[src/sv/nmea_ubx_frame_sync_macros.svh]
// shared assertion macros for the frame sync block
// each macro expects clk and rst in scope
`ifndef NMEA_UBX_FRAME_SYNC_MACROS_SVH
`define NMEA_UBX_FRAME_SYNC_MACROS_SVH

// consequent checked in the same cycle as the antecedent
`define NUFS_ASSERT_NOW(label, ante, cons) \
  label: assert property (@(posedge clk) disable iff (rst) (ante) |-> (cons)) \
    else $error("nufs check failed in same cycle");

// consequent checked in the cycle after the antecedent
`define NUFS_ASSERT_NEXT(label, ante, cons) \
  label: assert property (@(posedge clk) disable iff (rst) (ante) |=> (cons)) \
    else $error("nufs check failed one cycle later");

`endif

[src/sv/nufs_pkg.sv]
`default_nettype none
package nufs_pkg;

  localparam logic [7:0] DOLLAR    = 8'h24;
  localparam logic [7:0] SYNC1     = 8'hB5;
  localparam logic [7:0] SYNC2     = 8'h62;
  localparam logic [7:0] LINE_FEED = 8'h0A;

  localparam logic [7:0] MAX_LEN_RESET = 8'd99;

  localparam logic KIND_NMEA = 1'b0;
  localparam logic KIND_UBX  = 1'b1;

  // output queue
  localparam int FIFO_DEPTH = 4;
  localparam int FIFO_AW    = $clog2(FIFO_DEPTH);
  localparam int FIFO_CW    = $clog2(FIFO_DEPTH + 1);

  typedef struct packed {
    logic [7:0] out_byte;
    logic       frame_kind;
    logic       frame_first;
    logic       frame_last;
    logic       truncated;
  } result_t;

  // up to two result words produced by one input word
  typedef struct packed {
    logic [1:0] cnt;
    result_t    r0;
    result_t    r1;
  } push_t;

endpackage
`default_nettype wire

[src/sv/nufs_decode.sv]
`default_nettype none
`include "nmea_ubx_frame_sync_macros.svh"
module nufs_decode (
  input  wire logic           clk,
  input  wire logic           rst,
  input  wire logic           cfg_wr_en,
  input  wire logic [7:0]     cfg_wr_data,
  input  wire logic           accept,
  input  wire logic [7:0]     in_byte,
  output nufs_pkg::push_t     push
);

  localparam logic [2:0] PH_HUNT  = 3'd0;
  localparam logic [2:0] PH_SYNC  = 3'd1;
  localparam logic [2:0] PH_NMEA  = 3'd2;
  localparam logic [2:0] PH_UHDR  = 3'd3;
  localparam logic [2:0] PH_UBODY = 3'd4;

  logic [7:0]  max_len;
  logic [2:0]  phase, phase_next;
  logic [2:0]  header_count, header_count_next;
  logic [7:0]  length_low, length_low_next;
  logic [16:0] bytes_left, bytes_left_next;
  logic [7:0]  sentence_count, sentence_count_next;

  logic [1:0]        cnt_raw;
  nufs_pkg::result_t r0, r1;
  logic [7:0]        sc_inc;
  logic [16:0]       bl_dec;

  assign sc_inc = sentence_count + 8'd1;
  assign bl_dec = (bytes_left != 17'd0) ? bytes_left - 17'd1 : bytes_left;

  always_comb begin
    phase_next          = phase;
    header_count_next   = header_count;
    length_low_next     = length_low;
    bytes_left_next     = bytes_left;
    sentence_count_next = sentence_count;
    cnt_raw             = 2'd0;
    r0                  = '0;
    r1                  = '0;
    unique case (phase)
      PH_HUNT, PH_SYNC: begin
        if (in_byte == nufs_pkg::DOLLAR) begin
          // sentence open; a cap below two closes it at once
          cnt_raw        = 2'd1;
          r0.out_byte    = nufs_pkg::DOLLAR;
          r0.frame_kind  = nufs_pkg::KIND_NMEA;
          r0.frame_first = 1'b1;
          if (8'd1 >= max_len) begin
            r0.frame_last       = 1'b1;
            r0.truncated        = 1'b1;
            sentence_count_next = 8'd0;
            phase_next          = PH_HUNT;
          end else begin
            sentence_count_next = 8'd1;
            phase_next          = PH_NMEA;
          end
        end else if (in_byte == nufs_pkg::SYNC1) begin
          phase_next = PH_SYNC;
        end else if (phase == PH_SYNC && in_byte == nufs_pkg::SYNC2) begin
          cnt_raw           = 2'd2;
          r0.out_byte       = nufs_pkg::SYNC1;
          r0.frame_kind     = nufs_pkg::KIND_UBX;
          r0.frame_first    = 1'b1;
          r1.out_byte       = nufs_pkg::SYNC2;
          r1.frame_kind     = nufs_pkg::KIND_UBX;
          header_count_next = 3'd0;
          phase_next        = PH_UHDR;
        end else begin
          phase_next = PH_HUNT;
        end
      end
      PH_NMEA: begin
        cnt_raw       = 2'd1;
        r0.out_byte   = in_byte;
        r0.frame_kind = nufs_pkg::KIND_NMEA;
        if (in_byte == nufs_pkg::LINE_FEED) begin
          r0.frame_last       = 1'b1;
          sentence_count_next = 8'd0;
          phase_next          = PH_HUNT;
        end else if (sc_inc >= max_len) begin
          r0.frame_last       = 1'b1;
          r0.truncated        = 1'b1;
          sentence_count_next = 8'd0;
          phase_next          = PH_HUNT;
        end else begin
          sentence_count_next = sc_inc;
        end
      end
      PH_UHDR: begin
        cnt_raw       = 2'd1;
        r0.out_byte   = in_byte;
        r0.frame_kind = nufs_pkg::KIND_UBX;
        if (header_count == 3'd2) begin
          length_low_next = in_byte;
        end
        if (header_count >= 3'd3) begin
          // payload plus two checksum bytes
          bytes_left_next   = {1'b0, in_byte, length_low} + 17'd2;
          header_count_next = 3'd0;
          phase_next        = PH_UBODY;
        end else begin
          header_count_next = header_count + 3'd1;
        end
      end
      PH_UBODY: begin
        cnt_raw         = 2'd1;
        r0.out_byte     = in_byte;
        r0.frame_kind   = nufs_pkg::KIND_UBX;
        bytes_left_next = bl_dec;
        if (bl_dec == 17'd0) begin
          r0.frame_last = 1'b1;
          phase_next    = PH_HUNT;
        end
      end
      default: begin
        phase_next = PH_HUNT;
      end
    endcase
  end

  assign push.cnt = accept ? cnt_raw : 2'd0;
  assign push.r0  = r0;
  assign push.r1  = r1;

  always_ff @(posedge clk) begin
    if (rst) begin
      max_len <= nufs_pkg::MAX_LEN_RESET;
    end else if (cfg_wr_en) begin
      max_len <= cfg_wr_data;
    end
  end

  always_ff @(posedge clk) begin
    if (rst) begin
      phase          <= PH_HUNT;
      header_count   <= 3'd0;
      length_low     <= 8'd0;
      bytes_left     <= 17'd0;
      sentence_count <= 8'd0;
    end else if (accept) begin
      phase          <= phase_next;
      header_count   <= header_count_next;
      length_low     <= length_low_next;
      bytes_left     <= bytes_left_next;
      sentence_count <= sentence_count_next;
    end
  end

  `NUFS_ASSERT_NOW(a_pair_only_on_sync, push.cnt == 2'd2, phase == PH_SYNC && in_byte == nufs_pkg::SYNC2)
  `NUFS_ASSERT_NOW(a_trunc_ends_nmea, push.cnt != 2'd0 && push.r0.truncated, push.r0.frame_last && push.r0.frame_kind == nufs_pkg::KIND_NMEA)
  `NUFS_ASSERT_NEXT(a_last_back_to_hunt, push.cnt != 2'd0 && push.r0.frame_last, phase == PH_HUNT)

endmodule
`default_nettype wire

[src/sv/nufs_out_fifo.sv]
`default_nettype none
`include "nmea_ubx_frame_sync_macros.svh"
module nufs_out_fifo (
  input  wire logic              clk,
  input  wire logic              rst,
  input  wire nufs_pkg::push_t   push,
  input  wire logic              pop,
  output logic                   room2,
  output logic                   not_empty,
  output nufs_pkg::result_t      head
);

  nufs_pkg::result_t mem [nufs_pkg::FIFO_DEPTH];

  logic [nufs_pkg::FIFO_AW-1:0] wr_ptr, wr_ptr_next, wr_ptr_p1;
  logic [nufs_pkg::FIFO_AW-1:0] rd_ptr, rd_ptr_next;
  logic [nufs_pkg::FIFO_CW-1:0] count, count_next;

  assign wr_ptr_p1   = wr_ptr + nufs_pkg::FIFO_AW'(1);
  assign wr_ptr_next = wr_ptr + nufs_pkg::FIFO_AW'(push.cnt);
  assign rd_ptr_next = rd_ptr + nufs_pkg::FIFO_AW'(pop);
  assign count_next  = count + nufs_pkg::FIFO_CW'(push.cnt) - nufs_pkg::FIFO_CW'(pop);

  // room for a full pair of words
  assign room2     = count <= nufs_pkg::FIFO_CW'(nufs_pkg::FIFO_DEPTH - 2);
  assign not_empty = count != '0;
  assign head      = mem[rd_ptr];

  always_ff @(posedge clk) begin
    if (push.cnt != 2'd0) begin
      mem[wr_ptr] <= push.r0;
    end
    if (push.cnt == 2'd2) begin
      mem[wr_ptr_p1] <= push.r1;
    end
  end

  always_ff @(posedge clk) begin
    if (rst) begin
      wr_ptr <= '0;
      rd_ptr <= '0;
      count  <= '0;
    end else begin
      wr_ptr <= wr_ptr_next;
      rd_ptr <= rd_ptr_next;
      count  <= count_next;
    end
  end

  `NUFS_ASSERT_NOW(a_count_bound, 1'b1, count <= nufs_pkg::FIFO_CW'(nufs_pkg::FIFO_DEPTH))
  `NUFS_ASSERT_NOW(a_push_has_room, push.cnt != 2'd0, room2)
  `NUFS_ASSERT_NEXT(a_pop_drains, pop && push.cnt == 2'd0, count == $past(count) - nufs_pkg::FIFO_CW'(1))

endmodule
`default_nettype wire

[src/sv/nmea_ubx_frame_sync.sv]
// channel   direction  handshake             payload
// in        sink       in_valid / in_stall   in_byte
// out       source     out_valid / out_stall out_byte, frame_kind, frame_first,
//                                            frame_last, truncated
// cfg       sink       cfg_wr_en             cfg_wr_data (max_sentence_len)
//
// one input byte is taken per cycle while in_stall is low; its words are in the output queue the next cycle
// the 0x62 that completes a ubx sync yields two words, drained one per cycle while out_stall is low
// in_stall rises when the four-word output queue has no room for a pair
// rst is synchronous: hunt phase, empty queue, sentence cap back to 99
`default_nettype none
module nmea_ubx_frame_sync (
  input  wire logic       clk,
  input  wire logic       rst,
  input  wire logic       cfg_wr_en,
  input  wire logic [7:0] cfg_wr_data,
  input  wire logic       in_valid,
  output logic            in_stall,
  input  wire logic [7:0] in_byte,
  output logic            out_valid,
  input  wire logic       out_stall,
  output logic [7:0]      out_byte,
  output logic            frame_kind,
  output logic            frame_first,
  output logic            frame_last,
  output logic            truncated
);

  nufs_pkg::push_t   push;
  nufs_pkg::result_t head;
  logic              room2;
  logic              accept;
  logic              pop;

  assign in_stall = !room2;
  assign accept   = in_valid && room2;
  assign pop      = out_valid && !out_stall;

  nufs_decode u_decode (
    .clk         (clk),
    .rst         (rst),
    .cfg_wr_en   (cfg_wr_en),
    .cfg_wr_data (cfg_wr_data),
    .accept      (accept),
    .in_byte     (in_byte),
    .push        (push)
  );

  nufs_out_fifo u_out_fifo (
    .clk       (clk),
    .rst       (rst),
    .push      (push),
    .pop       (pop),
    .room2     (room2),
    .not_empty (out_valid),
    .head      (head)
  );

  assign out_byte    = head.out_byte;
  assign frame_kind  = head.frame_kind;
  assign frame_first = head.frame_first;
  assign frame_last  = head.frame_last;
  assign truncated   = head.truncated;

endmodule
`default_nettype wire

[config.mk]
export PLATFORM = sky130hd
export DESIGN_NAME = nmea_ubx_frame_sync
export DESIGN_NICKNAME = d
export VERILOG_FILES = /design/src/sv/nufs_pkg.sv /design/src/sv/nufs_decode.sv /design/src/sv/nufs_out_fifo.sv /design/src/sv/nmea_ubx_frame_sync.sv
export VERILOG_INCLUDE_DIRS = /design/src /design/src/sv
export SDC_FILE = /design/constraint.sdc
export NUM_CORES = 1
export LEC_CHECK = 0
export BUFFER_PORTS_ARGS = -buffer_cell sky130_fd_sc_hd__buf_4
export CORE_MARGIN = 4
export CORE_UTILIZATION = 61
export DETAILED_ROUTE_END_ITERATION = 10
export PLACE_DENSITY = 0.8
export SYNTH_ARGS = -nofsm -noshare
export SYNTH_HDL_FRONTEND = slang
export SYNTH_SLANG_ARGS = --single-unit
[constraint.sdc]
create_clock -name clk -period 3 [get_ports clk]
set_input_delay 0.3 -clock clk [delete_from_list [all_inputs] [get_ports clk]]
set_output_delay 0.3 -clock clk [all_outputs]
set_load 0.01 [all_outputs]
# Word-level counts from Yosys, hierarchy flattened
# Memories as Yosys holds them, arrays and structs flattened. A register that Yosys moved wholly into a read port is not among the register bits.
# Index checks and enable logic that the tools add are counted.
classes:
  n_mux: 49
  n_reduce_logical: 21
  n_eq_ne: 17
  n_lt_le_gt_ge: 4
  n_addsub: 9
ops:
  columns: ["operator", "count"]
  rows:
  - ["2-to-1 mux 17 bit", 2]
  - ["one-hot mux 17 bit (2 select lines)", 1]
  - ["2-to-1 mux 8 bit", 4]
  - ["2-to-1 mux 10 bit", 3]
  - ["2-to-1 mux 3 bit", 10]
  - ["2-to-1 mux 9 bit", 3]
  - ["one-hot mux 9 bit (3 select lines)", 1]
  - ["2-to-1 mux 2 bit", 10]
  - ["adder 16 x 2 -> 17 bit, second input constant", 1]
  - ["logical NOT 17 bit", 1]
  - ["nonzero test 17 bit", 1]
  - ["subtractor 17 x 1 -> 17 bit, second input constant", 1]
  - ["one-hot mux 8 bit (2 select lines)", 1]
  - ["one-hot mux 3 bit (4 select lines)", 1]
  - ["equality test 3 x 2 -> 1 bit, second input constant", 3]
  - ["2-to-1 mux 1 bit", 9]
  - ["AND reduction 3 bit", 3]
  - ["adder 8 x 1 -> 8 bit, second input constant", 1]
  - ["equality test 8 x 4 -> 1 bit, second input constant", 1]
  - ["equality test 8 x 6 -> 1 bit, second input constant", 1]
  - ["equality test 8 x 7 -> 1 bit, second input constant", 1]
  - ["equality test 8 bit, second input constant", 1]
  - ["greater-or-equal comparator 1 x 8 -> 1 bit, first input constant", 1]
  - ["greater-or-equal comparator 8 bit", 1]
  - ["other kinds (27)", 38]
totals:
  mem_count: 1
  mem_bits_rw: 48
  reg_bits: 54
  word_cells: 110
  inputBits: 21
  out_inout_bits: 14
mem_list:
  columns: ["memory", "words", "width", "read_ports", "rd_ports_with_merged_regs", "write_ports", "line", "text"]
  rows:
  - ["u_out_fifo.mem", 4, 12, 1, 1, 2, "nufs_out_fifo.sv:13", "nufs_pkg::result_t mem [nufs_pkg::FIFO_DEPTH];"]

# Depth between registers and ports, before layout
logic_depth:
  depth_word: 10
  ltp_mapped: 13
  mapped_depth_nobuf: 11

# Modules after synthesis
# Synthesis repeated with hierarchy kept, for this count alone.
hier_totals:
  hier_cells: 619
  hier_area_um2: 6411.1
modules_own_cells:
  columns: ["mod", "area_each_um2", "seq_area_each_um2", "instances", "cells_per_inst"]
  rows:
  - ["nufs_decode", 3452.1, 940.9, 1, 459]
  - ["nufs_out_fifo", 2935.3, 1581.5, 1, 157]
  - ["nmea_ubx_frame_sync", 23.8, 0.0, 1, 3]

# Worst setup path after synthesis
# No wires, ideal clock.
synth_timing:
  path_type: "register to register"
  start: "reg u_decode.bytes_left[0]"
  end: "reg u_decode.phase[2]"
  path_buffers: 0
  setup_slack_ns: 0.292
  arrival_ns: 2.576
  stages_incl_launch_ff: 10
  required_ns: 2.867
  setup_ns: 0.133
  synth_period_minus_slack_ns: 2.708
  cell_sequence: "dfxtp_1 -> inv_1 -> ha_1 -> or4b_4 -> nor4_4 -> nor3_2 -> a2111oi_4 -> or3b_1 -> o31ai_1 -> a31oi_1"
synth_between:
  elab_chain_len: 5
  word_cells_on_any_way: 6
  classes_between: "1 x add/sub; 1 x eq/ne; 1 x mux; 3 x reduce/logical"
synth_lines:
  columns: ["item", "line", "text"]
  rows:
  - ["from (decl)", "nufs_decode.sv:23", "logic [16:0] bytes_left, bytes_left_next;"]
  - ["from (signal assigned)", "nufs_decode.sv:147", "bytes_left <= bytes_left_next;"]
  - ["subtractor 17 x 1 -> 17 bit / nonzero test 17 bit (equally long branches)", "nufs_decode.sv:32", "assign bl_dec = (bytes_left != 17'd0) ? bytes_left - 17'd1 : bytes_left;"]
  - ["2-to-1 mux 17 bit *", "nufs_decode.sv:32", null]
  - ["logical NOT 17 bit *", "nufs_decode.sv:113", "if (bl_dec == 17'd0) begin"]
  - ["!= test 2 x 1 -> 1 bit (no source line) *", null, null]
  - ["AND reduction 4 bit (no source line) *", null, null]
  - ["to (signal assigned)", "nufs_decode.sv:144", "phase <= phase_next;"]
  - ["to (decl)", "nufs_decode.sv:20", "logic [2:0] phase, phase_next;"]
# Every way passes the cells marked *; elsewhere a longest branch is shown, timed or not.
# A chain may end at the register's enable or synchronous reset.

==> flow_summary.ini <==
[logic_synthesis]
synthCells = 661
synthesis.area_um2 = 5687
synth_seq_cells = 102
yosys_warnings = 0
yosysSeqAreaShare = 0.3872
syn-mean-instance-area_um2 = 8.603
synth_top_area_frac = 0.3028
async_flop_share = 0
synth_edf_count = 16
synthTopCellsByArea = dfxtp_1 30%, edfxtp_1 8.4%, o21ai_0 5.3%
syn_nets = 703
yosysTopAreaCell = dfxtp_1
ys_types = 61
synth_ff_type = dfxtp_1

[placement]
io_buffers = 34
pre_cts_slack_ns = -0.04838
hpwl_mm = 9.951
place.gp.congestion = 0.9456
place_inst = 780

[die]
ios = 35
die-area_um2 = 10930
initial_core_util = 0.6396
die_w_um = 104.6
num_rows = 34
die_h_um = 104.6
core-area_um2 = 8891

[cells_and_area]
num_antenna_cells = 0
drive_gt1_frac = 0.1501
nNetsFinal = 730
final_util = 0.7173
stdcell_count = 801
syn_to_final_growth_pct = 12.15

[sta]
hold_violations = 0
fin_crit_ns = 2.911
finalWorstSetupSlack_ns = 0.08906
whs_ns = 0.1369
fin_crit_sh = 0.9703
setup_viol = 0
slew_viol_final = 0
worstMarginPinSlew_ns = 0.9244
finClkSkew_ns = 0.01148
max_freq_mhz = 343.5
maxSlewHeadroom = 0.3796

[power]
leakage_nw = 2.521
ir_worst_vdd_mv = 0.3568
power_density_nw_per_um2 = 465.1

[drt]
drtAntennaViolNets = 0
wl_per_cell_um = 17.01
drtIter0Drc = 359
num_vias = 5080
dr.pass1.iters = 5
viasPerCell = 6.342
drc = 0
wirelength_mm = 13.63

[setup_path]
end_kind = flop
startpoint = u_decode.bytes_left[0]
cp_max_fo = 5
cp.arrival_ns = 3.21
startpoint_type = flop
reg2reg_from = u_decode.bytes_left[0]
critical_path_class = flop to flop
cp_data_required_time_ns = 3.30

[global_routing]
grt_pass1_wl_mm = 22.83
gr-total-overflow = 0
grt_pass1_vias = 4772
grt_max_degree = 52
grt_antenna_before_repair = 0
grt_use_total = 0.2525

[clock_tree]
clockRootBuffer = clkbuf_8
cts.sinks = 102
cts_buffers = 9
clk_pin_slew_ns = 0.10
cts_tree = yes
clk_latency_ns = 0.38
clockBufferDepth = 2
htreeDepth = 3

[worst_hold_path]
hp-class = input pin to flop
min_from = cfg_wr_data[0]

[flow_run]
cap_viol_max_count = 0

[outcome]
status = finished, final reports clean
==> where the power goes <==
part	internal [mW]	switching, mW	leakage (nW)	total (mW)
registers	1.43	0.0376	0.856	1.47
logic	0.274	0.243	1.55	0.516
clock network	0.480	0.502	0.111	0.981
total	2.18	0.782	2.52	2.97
==> final cells by class <==
| class | instances | area, um2 |
|---|---|---|
| multi-input combinational | 493 | 3289 |
| fill | 688 | 2514 |
| tap | 108 | 135.1 |
| inverter | 25 | 93.84 |
| sequential | 102 | 2202 |
| clock inverter | 7 | 105.1 |
| timing repair buffer | 57 | 427.9 |
| clock buffer | 9 | 123.9 |
==> stage by stage <==
| stage | TNS (ns) | instance area [um2] | power, mW |
|---|---|---|---|
| 2_1_floorplan | 0 | 5687 | 1.836 |
| 3_3_place_gp | 0 | 6051 | 2.001 |
| 3_5_place_dp | -0.1336 | 6051 | 2.015 |
| 4_1_cts | 0 | 6295 | 2.988 |
| 5_1_grt | -0.009020 | 6377 | 3.107 |
| 6_report | 0 | 6377 | 2.966 |
==> worst paths after layout <==
path	end	slack (ns)	cells past startpoint
min	u_decode.max_len[0]	0.14	3
max	u_out_fifo.mem[1][1]	0.09	9
min reg2reg	u_out_fifo.mem[1][7]	0.48	2
max reg2reg	u_out_fifo.mem[1][1]	0.09	9
==> timing repair <==
action                     in CTS  in global routing
buffers inserted                2                  3
hold buffers                    0                  0
setup endpoints to repair       4                  5
pin swaps                       1                  3
gates resized for setup         0                 11
==> sequential cells by signal (all words and copies together) (netlist names) <==
signal and flops:
u_decode.header_count 3, u_out_fifo.mem 48, u_decode.length_low 8, u_decode.sentence_count 8, u_out_fifo.count 3, u_decode.phase 3
u_out_fifo.rd_ptr 2, u_decode.max_len 8, u_out_fifo.wr_ptr 2, u_decode.bytes_left 17
==> cells in the final DEF (no fill, tap or decap), types with 4 or more instances in the layout <==
cell       n
nor4_1     7
a22oi_1    7
o21ai_0   60
dfxtp_1   86
mux4_2    12
a31oi_1    5
xnor2_1   11
nor4b_1    6
nor2_1    70
nand2b_1   5
edfxtp_1  16
nand4_1    7
o211ai_1  11
a21o_1     5
mux2i_1   18
ha_1      19
clkbuf_8   9
or3_1      5
inv_1     24
xor2_1    13
nand2_1   58
and2_1     4
nand3_1   46
nor3_1    17
a211oi_1   7
nor2b_1    9
buf_4     57
nor3b_1    4
a21oi_1   34
==> cell usage after synthesis, drive strengths merged, types with 2 or more instances <==
cell	count
xnor2	11
a41oi	4
or3	5
dfxtp	86
a211oi	7
o22ai	2
a31oi	5
mux2i	18
nand4b	2
xor2	13
a21o	5
inv	25
or2	4
o21ai	62
nand4	7
mux4	12
a21oi	34
a22oi	7
buf	6
edfxtp	16
nand2	58
and4	2
o2111ai	3
and2	4
and3	3
a22o	2
ha	20
clkbuf	35
or4	2
nor4b	7
nor3	18
nand2b	5
nor2b	9
a32o	2
nor2	70
nor3b	5
nor4	9
o31ai	5
nand3	46
o211ai	11
==> layer usage <==
layer | share of wire | GRT usage
met5 | 0 | 0
met4 | 0.020 | 0.07787
met3 | 0.057 | 0.06165
met2 | 0.49 | 0.4147
met1 | 0.44 | 0.3307
==> worst max-delay path, cell delays in order (launching register included) <==
cell,delay (ns)
dfxtp_1,0.37
inv_2,0.09
ha_2,0.20
or4b_4,0.50
nor4_4,0.36
buf_4,0.17
nor3_1,0.05
or4_4,0.54
nand4bb_4,0.31
a41oi_2,0.25
==> cells by family (layout without fill, tap and decap cells) <==
logic type / Yosys count / after routing / synth area share
flops: 102 / 102 / 0.3872
xor+xnor: 24 / 24 / 0.03696
buf+inv: 66 / 98 / 0.04489
simple gates: 261 / 261 / 0.2323
fa+ha+maj: 21 / 21 / 0.04752
mux: 31 / 31 / 0.08119
compound gates: 156 / 156 / 0.1699
No activity file was read; power rests on OpenSTA's default activity.
